==> src/hdl/pfa_pkg.sv <==
// Shared constants and controller/datapath interface types for the partition fit allocator.
package pfa_pkg;

   localparam int PARTITIONS_DEF = 8;

   localparam int KIND_W = 2;
   localparam int SLOT_W = 3;
   localparam int SIZE_W = 16;
   localparam int MODE_W = 2;

   localparam logic [KIND_W-1:0] KIND_LOAD    = 2'd0;
   localparam logic [KIND_W-1:0] KIND_REQUEST = 2'd1;
   localparam logic [KIND_W-1:0] KIND_RELEASE = 2'd2;

   localparam logic [MODE_W-1:0] MODE_FIRST = 2'd0;
   localparam logic [MODE_W-1:0] MODE_BEST  = 2'd1;
   localparam logic [MODE_W-1:0] MODE_WORST = 2'd2;

   typedef struct packed {
      logic accept;
      logic scan_en;
      logic commit;
   } pfa_cmd_type;

   typedef struct packed {
      logic scan_last;
   } pfa_status_type;

endpackage

==> src/hdl/pfa_datapath.sv <==
// Datapath: partition size memory, allocated marks, scan pipeline and result register.
module pfa_datapath #(
   parameter int PARTITIONS = pfa_pkg::PARTITIONS_DEF
) (
   input  logic                        clock,
   input  logic                        reset,
   input  logic                        csr_wr_en,
   input  logic [pfa_pkg::MODE_W-1:0]  csr_wr_data,
   input  logic [pfa_pkg::KIND_W-1:0]  req_kind,
   input  logic [pfa_pkg::SLOT_W-1:0]  req_slot,
   input  logic [pfa_pkg::SIZE_W-1:0]  req_size,
   input  pfa_pkg::pfa_cmd_type        cmd,
   output pfa_pkg::pfa_status_type     status,
   output logic                        rsp_granted,
   output logic [pfa_pkg::SLOT_W-1:0]  rsp_chosen_slot
);

   localparam int IDX_W = (PARTITIONS > 1) ? $clog2(PARTITIONS) : 1;
   localparam logic [IDX_W-1:0] LAST_IDX = IDX_W'(PARTITIONS - 1);

   logic [pfa_pkg::MODE_W-1:0] fit_mode_ff;
   logic [pfa_pkg::SIZE_W-1:0] size_mem [PARTITIONS];
   logic [PARTITIONS-1:0]      size_ok_ff;
   logic [PARTITIONS-1:0]      in_use_ff;

   logic [pfa_pkg::SIZE_W-1:0] want_ff;
   logic [pfa_pkg::SIZE_W-1:0] rd_data_ff;
   logic [pfa_pkg::SIZE_W-1:0] sel_size_ff;
   logic [pfa_pkg::SIZE_W-1:0] cur_size;
   logic [IDX_W-1:0]           addr_ff;
   logic [IDX_W-1:0]           rd_idx_ff;
   logic [IDX_W-1:0]           sel_ff;
   logic                       rd_ok_ff;
   logic                       issue_done_ff;
   logic                       stage_vld_ff;
   logic                       found_ff;
   logic                       granted_ff;
   logic [pfa_pkg::SLOT_W-1:0] chosen_ff;

   logic load_hit;
   logic qualify;
   logic better;
   logic take;

   // Loads to a slot outside the table are dropped.
   assign load_hit = cmd.accept && (req_kind == pfa_pkg::KIND_LOAD) &&
                     (32'(req_slot) < 32'(PARTITIONS));

   always_ff @(posedge clock) begin
      if (reset) begin
         fit_mode_ff <= pfa_pkg::MODE_FIRST;
      end else if (csr_wr_en) begin
         fit_mode_ff <= csr_wr_data;
      end
   end

   // Size memory: one write port for loads, one registered read port for the scan.
   always_ff @(posedge clock) begin
      if (load_hit) begin
         size_mem[IDX_W'(req_slot)] <= req_size;
      end
      rd_data_ff <= size_mem[addr_ff];
      rd_ok_ff   <= size_ok_ff[addr_ff];
   end

   // An entry never loaded since reset reads as size zero.
   always_ff @(posedge clock) begin
      if (reset) begin
         size_ok_ff <= '0;
      end else if (load_hit) begin
         size_ok_ff[IDX_W'(req_slot)] <= 1'b1;
      end
   end

   always_ff @(posedge clock) begin
      if (reset) begin
         addr_ff       <= '0;
         rd_idx_ff     <= '0;
         issue_done_ff <= 1'b0;
         stage_vld_ff  <= 1'b0;
      end else if (cmd.accept) begin
         addr_ff       <= '0;
         issue_done_ff <= 1'b0;
         stage_vld_ff  <= 1'b0;
      end else if (cmd.scan_en) begin
         stage_vld_ff <= !issue_done_ff;
         rd_idx_ff    <= addr_ff;
         if (!issue_done_ff) begin
            if (addr_ff == LAST_IDX) begin
               issue_done_ff <= 1'b1;
            end else begin
               addr_ff <= addr_ff + IDX_W'(1);
            end
         end
      end else begin
         stage_vld_ff <= 1'b0;
      end
   end

   assign cur_size = rd_ok_ff ? rd_data_ff : '0;
   assign qualify  = stage_vld_ff && !in_use_ff[rd_idx_ff] && (cur_size >= want_ff);

   always_comb begin
      case (fit_mode_ff)
         pfa_pkg::MODE_BEST:  better = cur_size < sel_size_ff;
         pfa_pkg::MODE_WORST: better = cur_size > sel_size_ff;
         default:             better = 1'b0;
      endcase
   end

   // Strict compares keep the lowest index on ties.
   assign take = qualify && (!found_ff || better);

   always_ff @(posedge clock) begin
      if (reset) begin
         found_ff    <= 1'b0;
         want_ff     <= '0;
         sel_ff      <= '0;
         sel_size_ff <= '0;
      end else if (cmd.accept) begin
         found_ff <= 1'b0;
         want_ff  <= req_size;
      end else if (cmd.scan_en && take) begin
         found_ff    <= 1'b1;
         sel_ff      <= rd_idx_ff;
         sel_size_ff <= cur_size;
      end
   end

   always_ff @(posedge clock) begin
      if (reset) begin
         in_use_ff <= '0;
      end else if (cmd.accept && (req_kind == pfa_pkg::KIND_RELEASE)) begin
         in_use_ff <= '0;
      end else if (cmd.commit && found_ff) begin
         in_use_ff[sel_ff] <= 1'b1;
      end
   end

   always_ff @(posedge clock) begin
      if (cmd.commit) begin
         granted_ff <= found_ff;
         chosen_ff  <= found_ff ? pfa_pkg::SLOT_W'(sel_ff) : '0;
      end
   end

   assign status.scan_last = cmd.scan_en && stage_vld_ff && (rd_idx_ff == LAST_IDX);
   assign rsp_granted      = granted_ff;
   assign rsp_chosen_slot  = chosen_ff;

endmodule

==> src/hdl/pfa_ctrl.sv <==
// Controller: sequences each item through accept, scan (requests only) and result hand-off.
module pfa_ctrl (
   input  logic                       clock,
   input  logic                       reset,
   input  logic                       req_valid,
   input  logic [pfa_pkg::KIND_W-1:0] req_kind,
   output logic                       req_stall,
   output logic                       rsp_valid,
   input  logic                       rsp_stall,
   input  pfa_pkg::pfa_status_type    status,
   output pfa_pkg::pfa_cmd_type       cmd
);

   typedef enum logic [1:0] {
      ST_IDLE,
      ST_SCAN,
      ST_DONE
   } state_type;

   state_type state_ff;
   logic      rsp_valid_ff;

   assign cmd.accept  = (state_ff == ST_IDLE) && req_valid;
   assign cmd.scan_en = (state_ff == ST_SCAN);
   // The result register is free when empty or when its transfer completes this cycle.
   assign cmd.commit  = (state_ff == ST_DONE) && (!rsp_valid_ff || !rsp_stall);

   assign req_stall = (state_ff != ST_IDLE);
   assign rsp_valid = rsp_valid_ff;

   always_ff @(posedge clock) begin
      if (reset) begin
         state_ff     <= ST_IDLE;
         rsp_valid_ff <= 1'b0;
      end else begin
         if (cmd.commit) begin
            rsp_valid_ff <= 1'b1;
         end else if (rsp_valid_ff && !rsp_stall) begin
            rsp_valid_ff <= 1'b0;
         end
         case (state_ff)
            ST_IDLE: begin
               if (req_valid) begin
                  state_ff <= (req_kind == pfa_pkg::KIND_REQUEST) ? ST_SCAN : ST_DONE;
               end
            end
            ST_SCAN: begin
               if (status.scan_last) begin
                  state_ff <= ST_DONE;
               end
            end
            ST_DONE: begin
               if (cmd.commit) begin
                  state_ff <= ST_IDLE;
               end
            end
            default: begin
               state_ff <= ST_IDLE;
            end
         endcase
      end
   end

endmodule

==> src/hdl/partition_fit_allocator.sv <==
// A load, release-all or undefined-kind item goes from transfer through the done state to the
// result register; a request first runs the scan that reads the size memory through its single
// read port, one partition per cycle; one item is in work at a time,
// and the next is taken while the previous result still waits in the output register.
module partition_fit_allocator #(
   parameter int PARTITIONS = pfa_pkg::PARTITIONS_DEF
) (
   input  logic                       clock,
   input  logic                       reset,
   input  logic                       csr_wr_en,
   input  logic [pfa_pkg::MODE_W-1:0] csr_wr_data,
   input  logic                       req_valid,
   output logic                       req_stall,
   input  logic [pfa_pkg::KIND_W-1:0] req_kind,
   input  logic [pfa_pkg::SLOT_W-1:0] req_slot,
   input  logic [pfa_pkg::SIZE_W-1:0] req_size,
   output logic                       rsp_valid,
   input  logic                       rsp_stall,
   output logic                       rsp_granted,
   output logic [pfa_pkg::SLOT_W-1:0] rsp_chosen_slot
);

   pfa_pkg::pfa_cmd_type    cmd;
   pfa_pkg::pfa_status_type status;

   pfa_ctrl u_ctrl (
      .clock     (clock),
      .reset     (reset),
      .req_valid (req_valid),
      .req_kind  (req_kind),
      .req_stall (req_stall),
      .rsp_valid (rsp_valid),
      .rsp_stall (rsp_stall),
      .status    (status),
      .cmd       (cmd)
   );

   pfa_datapath #(
      .PARTITIONS (PARTITIONS)
   ) u_datapath (
      .clock           (clock),
      .reset           (reset),
      .csr_wr_en       (csr_wr_en),
      .csr_wr_data     (csr_wr_data),
      .req_kind        (req_kind),
      .req_slot        (req_slot),
      .req_size        (req_size),
      .cmd             (cmd),
      .status          (status),
      .rsp_granted     (rsp_granted),
      .rsp_chosen_slot (rsp_chosen_slot)
   );

`ifndef ASSERT_OFF
   // Only one item is in work: a transfer on the request side closes it for the next cycle.
   a_one_item: assert property (@(posedge clock) disable iff (reset)
      (req_valid && !req_stall) |=> req_stall)
      else $error("request side open right after a transfer");

   // Finishing an item always presents its result.
   a_commit_shows: assert property (@(posedge clock) disable iff (reset)
      cmd.commit |=> rsp_valid)
      else $error("finished item did not present a result");

   // The end of a scan is only seen while scanning.
   a_scan_last: assert property (@(posedge clock) disable iff (reset)
      status.scan_last |-> (cmd.scan_en && req_stall))
      else $error("scan end outside a scan");

   // A granted partition lies inside the table.
   a_chosen_range: assert property (@(posedge clock) disable iff (reset)
      (rsp_valid && rsp_granted) |-> (32'(rsp_chosen_slot) < 32'(PARTITIONS)))
      else $error("granted partition outside the table");
`endif

endmodule

==> config.mk <==
export PLATFORM = sky130hd
export DESIGN_NAME = partition_fit_allocator
export DESIGN_NICKNAME = d
export VERILOG_FILES = /design/src/hdl/pfa_pkg.sv /design/src/hdl/pfa_datapath.sv /design/src/hdl/pfa_ctrl.sv /design/src/hdl/partition_fit_allocator.sv
export SDC_FILE = /design/constraint.sdc
export NUM_CORES = 1
export LEC_CHECK = 0
export ABC_AREA = 1
export BUFFER_PORTS_ARGS = -buffer_cell sky130_fd_sc_hd__buf_2
export CAP_MARGIN = 20
export CORE_MARGIN = 2
export CORE_UTILIZATION = 50
export CTS_BUF_LIST = sky130_fd_sc_hd__clkbuf_16
export CTS_CLUSTER_DIAMETER = 100
export DETAILED_ROUTE_END_ITERATION = 10
export PLACE_DENSITY = 0.64
export SYNTH_ARGS = -nofsm -noshare
export SYNTH_HDL_FRONTEND = slang
export SYNTH_SLANG_ARGS = --single-unit
==> constraint.sdc <==
create_clock -name clock -period 6.2 [get_ports clock]
set_input_delay 0.62 -clock clock [delete_from_list [all_inputs] [get_ports clock]]
set_output_delay 0.62 -clock clock [all_outputs]
set_load 0.02 [all_outputs]
### Word-level counts from Yosys, hierarchy flattened

Memory sizes are Yosys's and may differ from the RTL's. A register that Yosys moved wholly into a read port is not among the register bits.
Cells that the tools add are included.

| word-level totals | value |
|---|---|
| bits in registers | 70 |
| bits in writable memories | 128 |
| input port bits | 28 |
| output and inout bits | 6 |
| memories | 1 |

| operators by class | value |
|---|---|
| add/subtract/negate cells | 1 |
| order comparisons | 9 |
| eq/ne operators | 11 |
| multiplexer cells | 21 |
| bitwise operators | 6 |
| reduce and logical (&&, ||, !) cells | 32 |

Memory list:

| memory | depth | width | rd ports | clocked after Yosys merged registers in | wr ports | RTL line | source |
|---|---|---|---|---|---|---|---|
| u_datapath.size_mem | 8 | 16 | 1 | 1 | 1 | pfa_datapath.sv:22 | `logic [pfa_pkg::SIZE_W-1:0] size_mem [PARTITIONS];` |

Operators by type and width:

| cell | count |
|---|---|
| >= comparator 16 bit | 1 |
| > comparator 16 bit | 1 |
| < comparator 16 bit | 1 |
| < comparator 3 x 4 -> 1 bit, second input constant | 4 |
| two-way mux 16 bit | 1 |
| OR 8 bit | 2 |
| logical AND 1 bit | 14 |
| two-way mux 1 bit | 10 |
| two-way mux 2 bit | 4 |
| binary-select mux 1 bit (select 3 bit) | 2 |
| demux 1 bit (select 3 bit) | 2 |
| == test 2 x 1 -> 1 bit, second input constant | 3 |
| == test 2 bit, second input constant | 3 |
| == test 3 bit, second input constant | 2 |
| >= comparator 3 x 1 -> 1 bit, second input constant | 2 |
| case mux 2 bit (3 select lines) | 1 |
| AND reduction 3 bit | 2 |
| logical NOT 1 bit | 5 |
| logical NOT 2 bit | 2 |
| inequality test 2 bit, second input constant | 2 |
| NOT 1 bit | 4 |
| AND reduction 2 bit | 2 |
| nonzero test 2 bit | 2 |
| OR reduction 2 bit | 2 |
| 5 further kinds | 6 |

### Depth between registers and ports, before layout

Gate-level depths: netlist of run 1.

| logic depth | value |
|---|---|
| depth in word-level cells | 8 |
| depth in mapped cells | 21 |

### Hierarchy

Synthesis of run 1 repeated with hierarchy kept, for this count alone.

| second synthesis, totals | value |
|---|---|
| cell total of the unflattened synthesis | 945 |
| area total of the unflattened synthesis | 9100.0 sq um |

Modules (own cells, without submodules):

| module | instances | cells an instance | area each (sq um) |
|---|---|---|---|
| pfa_datapath | 1 | 913 | 8908.5 |
| pfa_ctrl | 1 | 32 | 191.4 |

### Worst setup path after synthesis of run 1

Ideal clock, no wire load.

| timing path | value |
|---|---|
| path type | input to register |
| start | input port req_valid |
| end | memory u_datapath.size_mem[1][0] (netlist name), enable pin |
| library setup time | 0.390 ns |
| arrival | 1.972 ns |
| data required time | 5.810 ns |
| path slack | 3.838 ns |
| stages | 8 |
| buffers on the path | 0 |
| cells stage by stage | inv_1 -> nor2_1 -> inv_1 -> nor3_1 -> inv_1 -> nor2_1 -> inv_1 -> nor2_1 |

| between the ends | value |
|---|---|
| longest elaborated chain between the ends | 4 |

Ends and longest elaborated chain:

| item | RTL line | source |
|---|---|---|
| start, declared | partition_fit_allocator.sv:12 | `input logic req_valid,` |
| logical AND 1 bit | pfa_ctrl.sv:23 | `assign cmd.accept = (state_ff == ST_IDLE) && req_valid;` |
| logical AND 1 bit | pfa_datapath.sv:46 | `assign load_hit = cmd.accept && (req_kind == pfa_pkg::KIND_LOAD) &&` |
| two-way mux 1 bit | pfa_datapath.sv:59 | `if (load_hit) begin` |
| two-way mux 1 bit (implied by the code) | pfa_datapath.sv:60 | `size_mem[IDX_W'(req_slot)] <= req_size;` |
| end, declared | pfa_datapath.sv:22 |  |

No other way between the ends.

### Worst setup path after layout of run 1

| timing path | value |
|---|---|
| start | register u_datapath.rd_ok_ff |
| end | register u_datapath.sel_size_ff[1] (netlist name) |

| between the ends | value |
|---|---|
| longest elaborated chain between the ends | 7 |
| elaborated cells on any way between the ends | 10 |
| classes of those cells | order compare: 3; mux: 2; reduce/logical: 5 |

Ends and longest elaborated chain:

| item | RTL line | source |
|---|---|---|
| start, declared | pfa_datapath.sv:33 | `logic rd_ok_ff;` |
| start signal, assigned | pfa_datapath.sv:63 | `rd_ok_ff <= size_ok_ff[addr_ff];` |
| two-way mux 16 bit * | pfa_datapath.sv:100 | `assign cur_size = rd_ok_ff ? rd_data_ff : '0;` |
| via u_datapath.cur_size (one bit) | pfa_datapath.sv:29 | `logic [pfa_pkg::SIZE_W-1:0] cur_size;` |
| > comparator 16 bit / < comparator 16 bit (equally long branches) | pfa_datapath.sv:106, pfa_datapath.sv:105 |  |
| case mux 1 bit (2 select lines) | pfa_datapath.sv:104 | `case (fit_mode_ff)` |
| logical OR 1 bit | pfa_datapath.sv:112 | `assign take = qualify && (!found_ff \|\| better);` |
| logical AND 1 bit * | pfa_datapath.sv:112 |  |
| logical AND 1 bit * | pfa_datapath.sv:123 | `end else if (cmd.scan_en && take) begin` |
| AND reduction 2 bit (no line) * | n/a |  |
| end signal, assigned | pfa_datapath.sv:126 | `sel_size_ff <= cur_size;` |
| end, declared | pfa_datapath.sv:28 | `logic [pfa_pkg::SIZE_W-1:0] sel_size_ff;` |

Mark *: on every way through the listed nets, which the timed path passes. The rest lies on a longest branch.
A chain may end at the register's enable or synchronous reset.

==> qor.yml, run 1 <==
pwr:
  internal-power_mw: 2.54
  clockPowerShare_pct: 44.9
  irDropWorstVdd_mv: 0.228
  p_sw_share_pct: 22.6
  combPwrFrac_pct: 7.4
  p_sw_mw: 0.742
  p_seq_share_pct: 47.6
  cellPowerDensity_nw_per_um2: 323
  p_leak_nw: 4.07
timing:
  fin_crit_ns: 2.97
  tns_ns: 0
  tightest_slew_ns: 0.909
  slew_headroom_pct: 39.4
  final-max-slew-violation-count: 0
  fin_hold_ws_ns: 0.371
  setup_slack_ns: 3.23
  setup-violations-final: 0
  fin_crit_sh_pct: 47.9
  finalClockSkew_ns: 0.0148
  rsz0062_at_grt: "false"
  fmax_ghz: 0.337
  hold_violations: 0
detailed_routing:
  drtIter0Drc: 447
  first_pass_iters: 5
  vias: 6106
  drc_errors: 0
  post_drt_wl_per_cell_um: 15.6
  ant_nets: 0
  totalWireLength_mm: 18.4
  viasPerCell: 5.16
yosys:
  syn_inst: 911
  syn-cell-area_um2: 8930
  syn-num-nets: 972
  ys_seq_area_share_pct: 62.8
  ys_ff_latch: 214
  ys_types: 29
  yosysWarnings: 0
  syn_avg_cell_area_um2: 9.80
setup_path:
  r2r_end: "u_datapath.sel_size_ff[1]$_SDFFE_PP0P_"
  worstRegToRegCells: 12
  ff2ff_setup_slack_ns: 3.23
  cp.required_ns: 6.61
  startpoint_type: "flip-flop"
  crit_fanout: 23
  reg2reg_from: "u_datapath.rd_ok_ff$_DFF_P_"
  cp.arrival_ns: 3.37
  startpoint: "u_datapath.rd_ok_ff$_DFF_P_"
  critPathCaptureType: "flip-flop"
  critPathKind: "flip-flop to flip-flop"
hold_path:
  hold_path.class: "input pin to flip-flop"
  hold_end: "u_ctrl.rsp_valid$_SDFFE_PP0P_"
  holdPathStages: 3
  hold_path.startpoint: "rsp_stall"
final_layout:
  layout-drive-gt1-share_pct: 9.29
  nets: 1002
  area_delta_synth_final_pct: 13.7
  num_antenna_cells: 0
placement:
  gp_congestion: 0.799
  hpwlAfterDp_mm: 11.5
  dp_slack_ns: 3.10
  port_buffers: 33
floorplanning:
  fp.dieH_um: 138
  die_w_um: 138
  num_io_pins: 34
  start_util_pct: 51.4
  rows: 48
  coreArea_um2: 17400
  die_area_um2: 18900
grt:
  grt_pass1_wl_mm: 29.9
  grt_pass1_vias: 5861
  grt-ovfl-total: 0
  grt.total_usage_pct: 20.2
  grt_max_degree: 73
  antenna_found_initial: 0
clocking:
  cts-root-buf: "clkbuf_16"
  post_cts_buffers: 0
  cts_tree: "done"
  h-tree-depth: 1
  cts_hold_buf: 0
  clk_pin_slew_ns: 0.06
  cts-resized-gates: 0
  cts_sinks: 214
  cts_buffer_depth: 3
  clk_latency_ns: 0.53
  numCtsBuffers: 24
run_status:
  status: "complete, no violations"
job:
  drv_cap: 0
worst max path at each step:
stage / cells past startpoint / to / slack, ns
final: 12 / u_datapath.sel_size_ff[1]$_SDFFE_PP0P_ / 3.23
after global routing: 14 / u_datapath.sel_size_ff[1]$_SDFFE_PP0P_ / 2.88
after CTS: 12 / u_datapath.sel_size_ff[1]$_SDFFE_PP0P_ / 3.20
after detailed placement: 9 / u_datapath.size_mem[7][11]$_DFFE_PP_ / 3.10
after global placement: 9 / u_datapath.size_mem[2][9]$_DFFE_PP_ / 3.21
after floorplan: 8 / u_datapath.size_mem[1][0]$_DFFE_PP_ / 3.84
critical path, stage by stage, from the launching register on:
cell,delay (ns)
dfxtp_1,0.79
nand2_1,0.14
inv_1,0.16
ha_1,0.15
nand2_1,0.07
nor4_1,0.45
nand2_1,0.14
nand3_1,0.09
nand3_1,0.09
nand2_2,0.35
nand2_4,0.22
nor2_1,0.15
nor2_1,0.06
cell usage after synthesis:
master,instances,area share (%)
a2111oi_0,1,0.098
a211oi_1,2,0.17
a21oi_1,58,3.3
a31oi_1,21,1.5
buf_1,1,0.042
buf_2,4,0.22
buf_6,3,0.38
clkbuf_1,32,1.3
clkinv_1,1,0.042
dfxtp_1,82,18
edfxtp_1,132,44
ha_1,33,4.6
inv_1,93,3.9
inv_2,1,0.042
nand2_1,90,3.8
nand2_2,1,0.070
nand2_4,2,0.25
nand3_1,23,1.3
nand4_1,2,0.14
nor2_1,198,8.3
nor3_1,7,0.39
nor4_1,1,0.070
o211ai_1,1,0.084
o21a_1,2,0.17
o21ai_0,99,5.5
o21ai_1,2,0.11
o21bai_2,1,0.13
o22ai_1,17,1.2
or2_1,1,0.070
state kept, by name (all words and copies together) (netlist names), 2 cells and up:
register and cells:
u_datapath.sel_ff 3, u_datapath.fit_mode_ff 2, u_datapath.want_ff 16, u_datapath.rd_idx_ff 3, u_datapath.addr_ff 3, u_datapath.size_mem 128
u_datapath.in_use_ff 8, u_datapath.sel_size_ff 16, u_datapath.rsp_chosen_slot 3, u_ctrl.state_ff 2, u_datapath.size_ok_ff 8, u_datapath.rd_data_ff 16
stage by stage:
stage	power, mW	utilization, %	instances	cell area, um^2
floorplan	1.76	-	911	8930
global placement	1.83	53.4	1138	9270
detailed placement	1.84	53.4	1138	9270
CTS	3.31	58.3	1181	10100
global route	3.41	58.5	1183	10200
finish	3.28	58.5	1183	10200
power by group through the flow:
stage               registers, mW  clock network (mW)  logic (mW)
finish                       1.56                1.48       0.245
global route                 1.57                1.56       0.282
CTS                          1.56                1.50       0.244
detailed placement           1.59                   0       0.241
global placement             1.59                   0       0.236
floorplan                    1.59                   0       0.166
cell usage in the layout (no fill, tap or decap), drive strengths merged, types with 2 or more instances in the layout:
master	instances
nand3	23
o21ai	101
nor2	198
clkinv	12
bufinv	5
a31oi	21
o21a	2
ha	33
dfxtp	82
o22ai	17
nor3	7
a21oi	58
edfxtp	132
clkbuf	24
inv	96
nand2	93
buf	44
nand4	2
a211oi	2
cell families (layout without fill, tap and decap cells):
kind of cell	count (synthesis)	count (layout)	synth area share, %
buf+inv	135	182	5.98
flops	214	214	62.8
compound gates	204	204	12.2
fa+ha+maj	33	33	4.62
simple gates	325	325	14.4
cell type report:
cell class	count	area [um^2]
flip-flops and latches	214	5610
fillers	1502	7200
inverters	95	357
well taps	225	282
multi-input cells	562	2800
repair buffers	44	275
clock buffers	24	601
clock inverters	19	239
routing by layer:
metal  vias up  GRT usage [%]  wire length (um)
met5         -              0                 0
met4         0           4.98               314
met3        28           3.02               729
met2       115           32.2              8400
met1      2815           29.2              9000
li1       3148              -                 -
Power figures use the tool's default switching activity.
==> inputs of run 2 (changes only) <==
--- a/config.mk
+++ b/config.mk
@@ -13,7 +13,7 @@
 export CTS_BUF_LIST = sky130_fd_sc_hd__clkbuf_16
 export CTS_CLUSTER_DIAMETER = 100
 export DETAILED_ROUTE_END_ITERATION = 10
-export PLACE_DENSITY = 0.64
+export PLACE_DENSITY = 0.66
 export SYNTH_ARGS = -nofsm -noshare
 export SYNTH_HDL_FRONTEND = slang
 export SYNTH_SLANG_ARGS = --single-unit
==> constraint.sdc (replaced) <==
create_clock -name clock -period 2.63 [get_ports clock]
set_input_delay 0.263 -clock clock [delete_from_list [all_inputs] [get_ports clock]]
set_output_delay 0.263 -clock clock [all_outputs]
set_load 0.02 [all_outputs]
==> qor.yml, run 2 (synthesized netlist as in run 1, its figures left out) <==
run_status:
  status: "complete, no violations"
setup_path:
  path_cells: "buf_4, nand2_1, inv_1, ha_1, nand2_1, inv_1, nand3_1, nor3_2, nand3_1, nand3_1, nand2_1, inv_4, buf_4, nand3_1, nand2_1, nor2_1"
  critical-path-top-delay-family: "simple AND/OR/NAND/NOR gates"
  crit_fanout: 17
  critPathBufInv: 5
  max_stage_delay_ns: 0.31
  crit_cells: 16
  cp.required_ns: 3.03
  cp.arrival_ns: 2.80
  startpoint_type: "flip-flop"
  worstRegToRegCells: 16
  critPathCaptureType: "flip-flop"
  critical-path-slowest-cell: "dfxtp_1"
  critPathKind: "flip-flop to flip-flop"
timing:
  setup-violations-final: 0
  tightest_slew_ns: 0.626
  finalClockSkew_ns: 0.0161
  fmax_ghz: 0.418
  tns_ns: 0
  rsz0062_at_grt: "false"
  setup_slack_ns: 0.237
  final-max-slew-violation-count: 0
  fin_hold_ws_ns: 0.0378
  fin_crit_ns: 2.39
  slew_headroom_pct: 58.2
  hold_violations: 0
  fin_crit_sh_pct: 91.0
pwr:
  irDropWorstVdd_mv: 0.520
  p_leak_nw: 4.15
  cellPowerDensity_nw_per_um2: 732
grt:
  grt_max_degree: 37
  grt_busiest_layer: "met2"
  met1_usage_pct: 29.5
  grt_pass1_vias: 5985
  met2_usage_pct: 34.3
  grt.total_usage_pct: 21.0
  grt-ovfl-total: 0
  antenna_found_initial: 0
  grt_pass1_wl_mm: 30.8
  use_met3_pct: 2.94
detailed_routing:
  viasPerCell: 5.26
  ant_nets: 0
  vias: 6301
  drtIter0Drc: 425
  first_pass_iters: 6
  drc_errors: 0
  totalWireLength_mm: 19.1
  post_drt_wl_per_cell_um: 15.9
placement:
  gp_congestion: 0.830
  placed_area_um2: 9440
  hpwlAfterDp_mm: 12.0
  port_buffers: 33
  post-place-cells: 1156
  dp_slack_ns: 0.104
clocking:
  cts-root-buf: "clkbuf_16"
  cts_sinks: 214
  numCtsBuffers: 23
  clk_pin_slew_ns: 0.06
  clk_latency_ns: 0.52
  cts_tree: "done"
  cts_hold_buf: 0
  cts_buffer_depth: 3
  h-tree-depth: 1
hold_path:
  hold_path.class: "input pin to flip-flop"
  holdPathStages: 1
final_layout:
  area_delta_synth_final_pct: 14.6
  design_area_um2: 10200
  largest_register_ffs: 128
  nets: 1017
  largest-register: "u_datapath.size_mem"
  num_antenna_cells: 0
  fin_cells: 1198
  layout-drive-gt1-share_pct: 9.97
  mostFrequentLayoutCell: "nor2_1"
  layout_common_cells: "nor2_1, edfxtp_1, inv_1, o21ai_0, nand2_1"
floorplanning:
  fp.dieH_um: 138
  coreArea_um2: 17400
  die_area_um2: 18900
  die_w_um: 138
  num_io_pins: 34
  start_util_pct: 51.4
  rows: 48
job:
  drv_cap: 0
run 2: path summary, 6_finish.rpt:
kind	start	to	slack (ns)
worst max-delay path	u_datapath.rd_ok_ff$_DFF_P_	u_datapath.sel_size_ff[12]$_SDFFE_PP0P_	0.24
worst min-delay path	req_size[12]	u_datapath.size_mem[4][12]$_DFFE_PP_	0.04
worst max register to register	u_datapath.rd_ok_ff$_DFF_P_	u_datapath.sel_size_ff[12]$_SDFFE_PP0P_	0.24
worst min register to register	u_datapath.issue_done_ff$_SDFFE_PP0N_	u_datapath.stage_vld_ff$_SDFF_PP0_	0.45
run 2: repair_timing:
| action | 4_1_cts | 5_1_grt |
|---|---|---|
| setup buffers | 0 | 0 |
| endpoints found under the hold margin | 0 | 0 |
| resized for setup | 0 | 7 |
| setup endpoints to repair | 0 | 18 |
run 2: metal layers:
metal,vias to the layer above,wire [um]
met5,-,0
met4,0,429
met3,31,822
met2,139,8850
met1,2951,8990
li1,3180,-
run 2: final cells by class:
type	count	area, um^2
Timing Repair Buffer	60	409
Clock buffer	25	626
Multi-Input combinational cell	562	2810
Clock inverter	17	134
Sequential cell	214	5610
Inverter	95	359
Fill cell	1466	7130
Tap cell	225	282
run 2: where the power goes:
| part | leakage [nW] | switching [mW] | total (mW) | internal (mW) |
|---|---|---|---|---|
| combinational | 1.87 | 0.400 | 0.604 | 0.205 |
| clock | 0.412 | 1.29 | 3.20 | 1.91 |
| sequential | 1.86 | 0.0423 | 3.69 | 3.65 |
run 2: stage by stage:
stage               power, mW  utilization (%)
global placement         4.34             54.4
CTS                      7.54             58.8
floorplan                4.14                -
finish                   7.49             58.9
detailed placement       4.35             54.4
global route             7.78             58.9
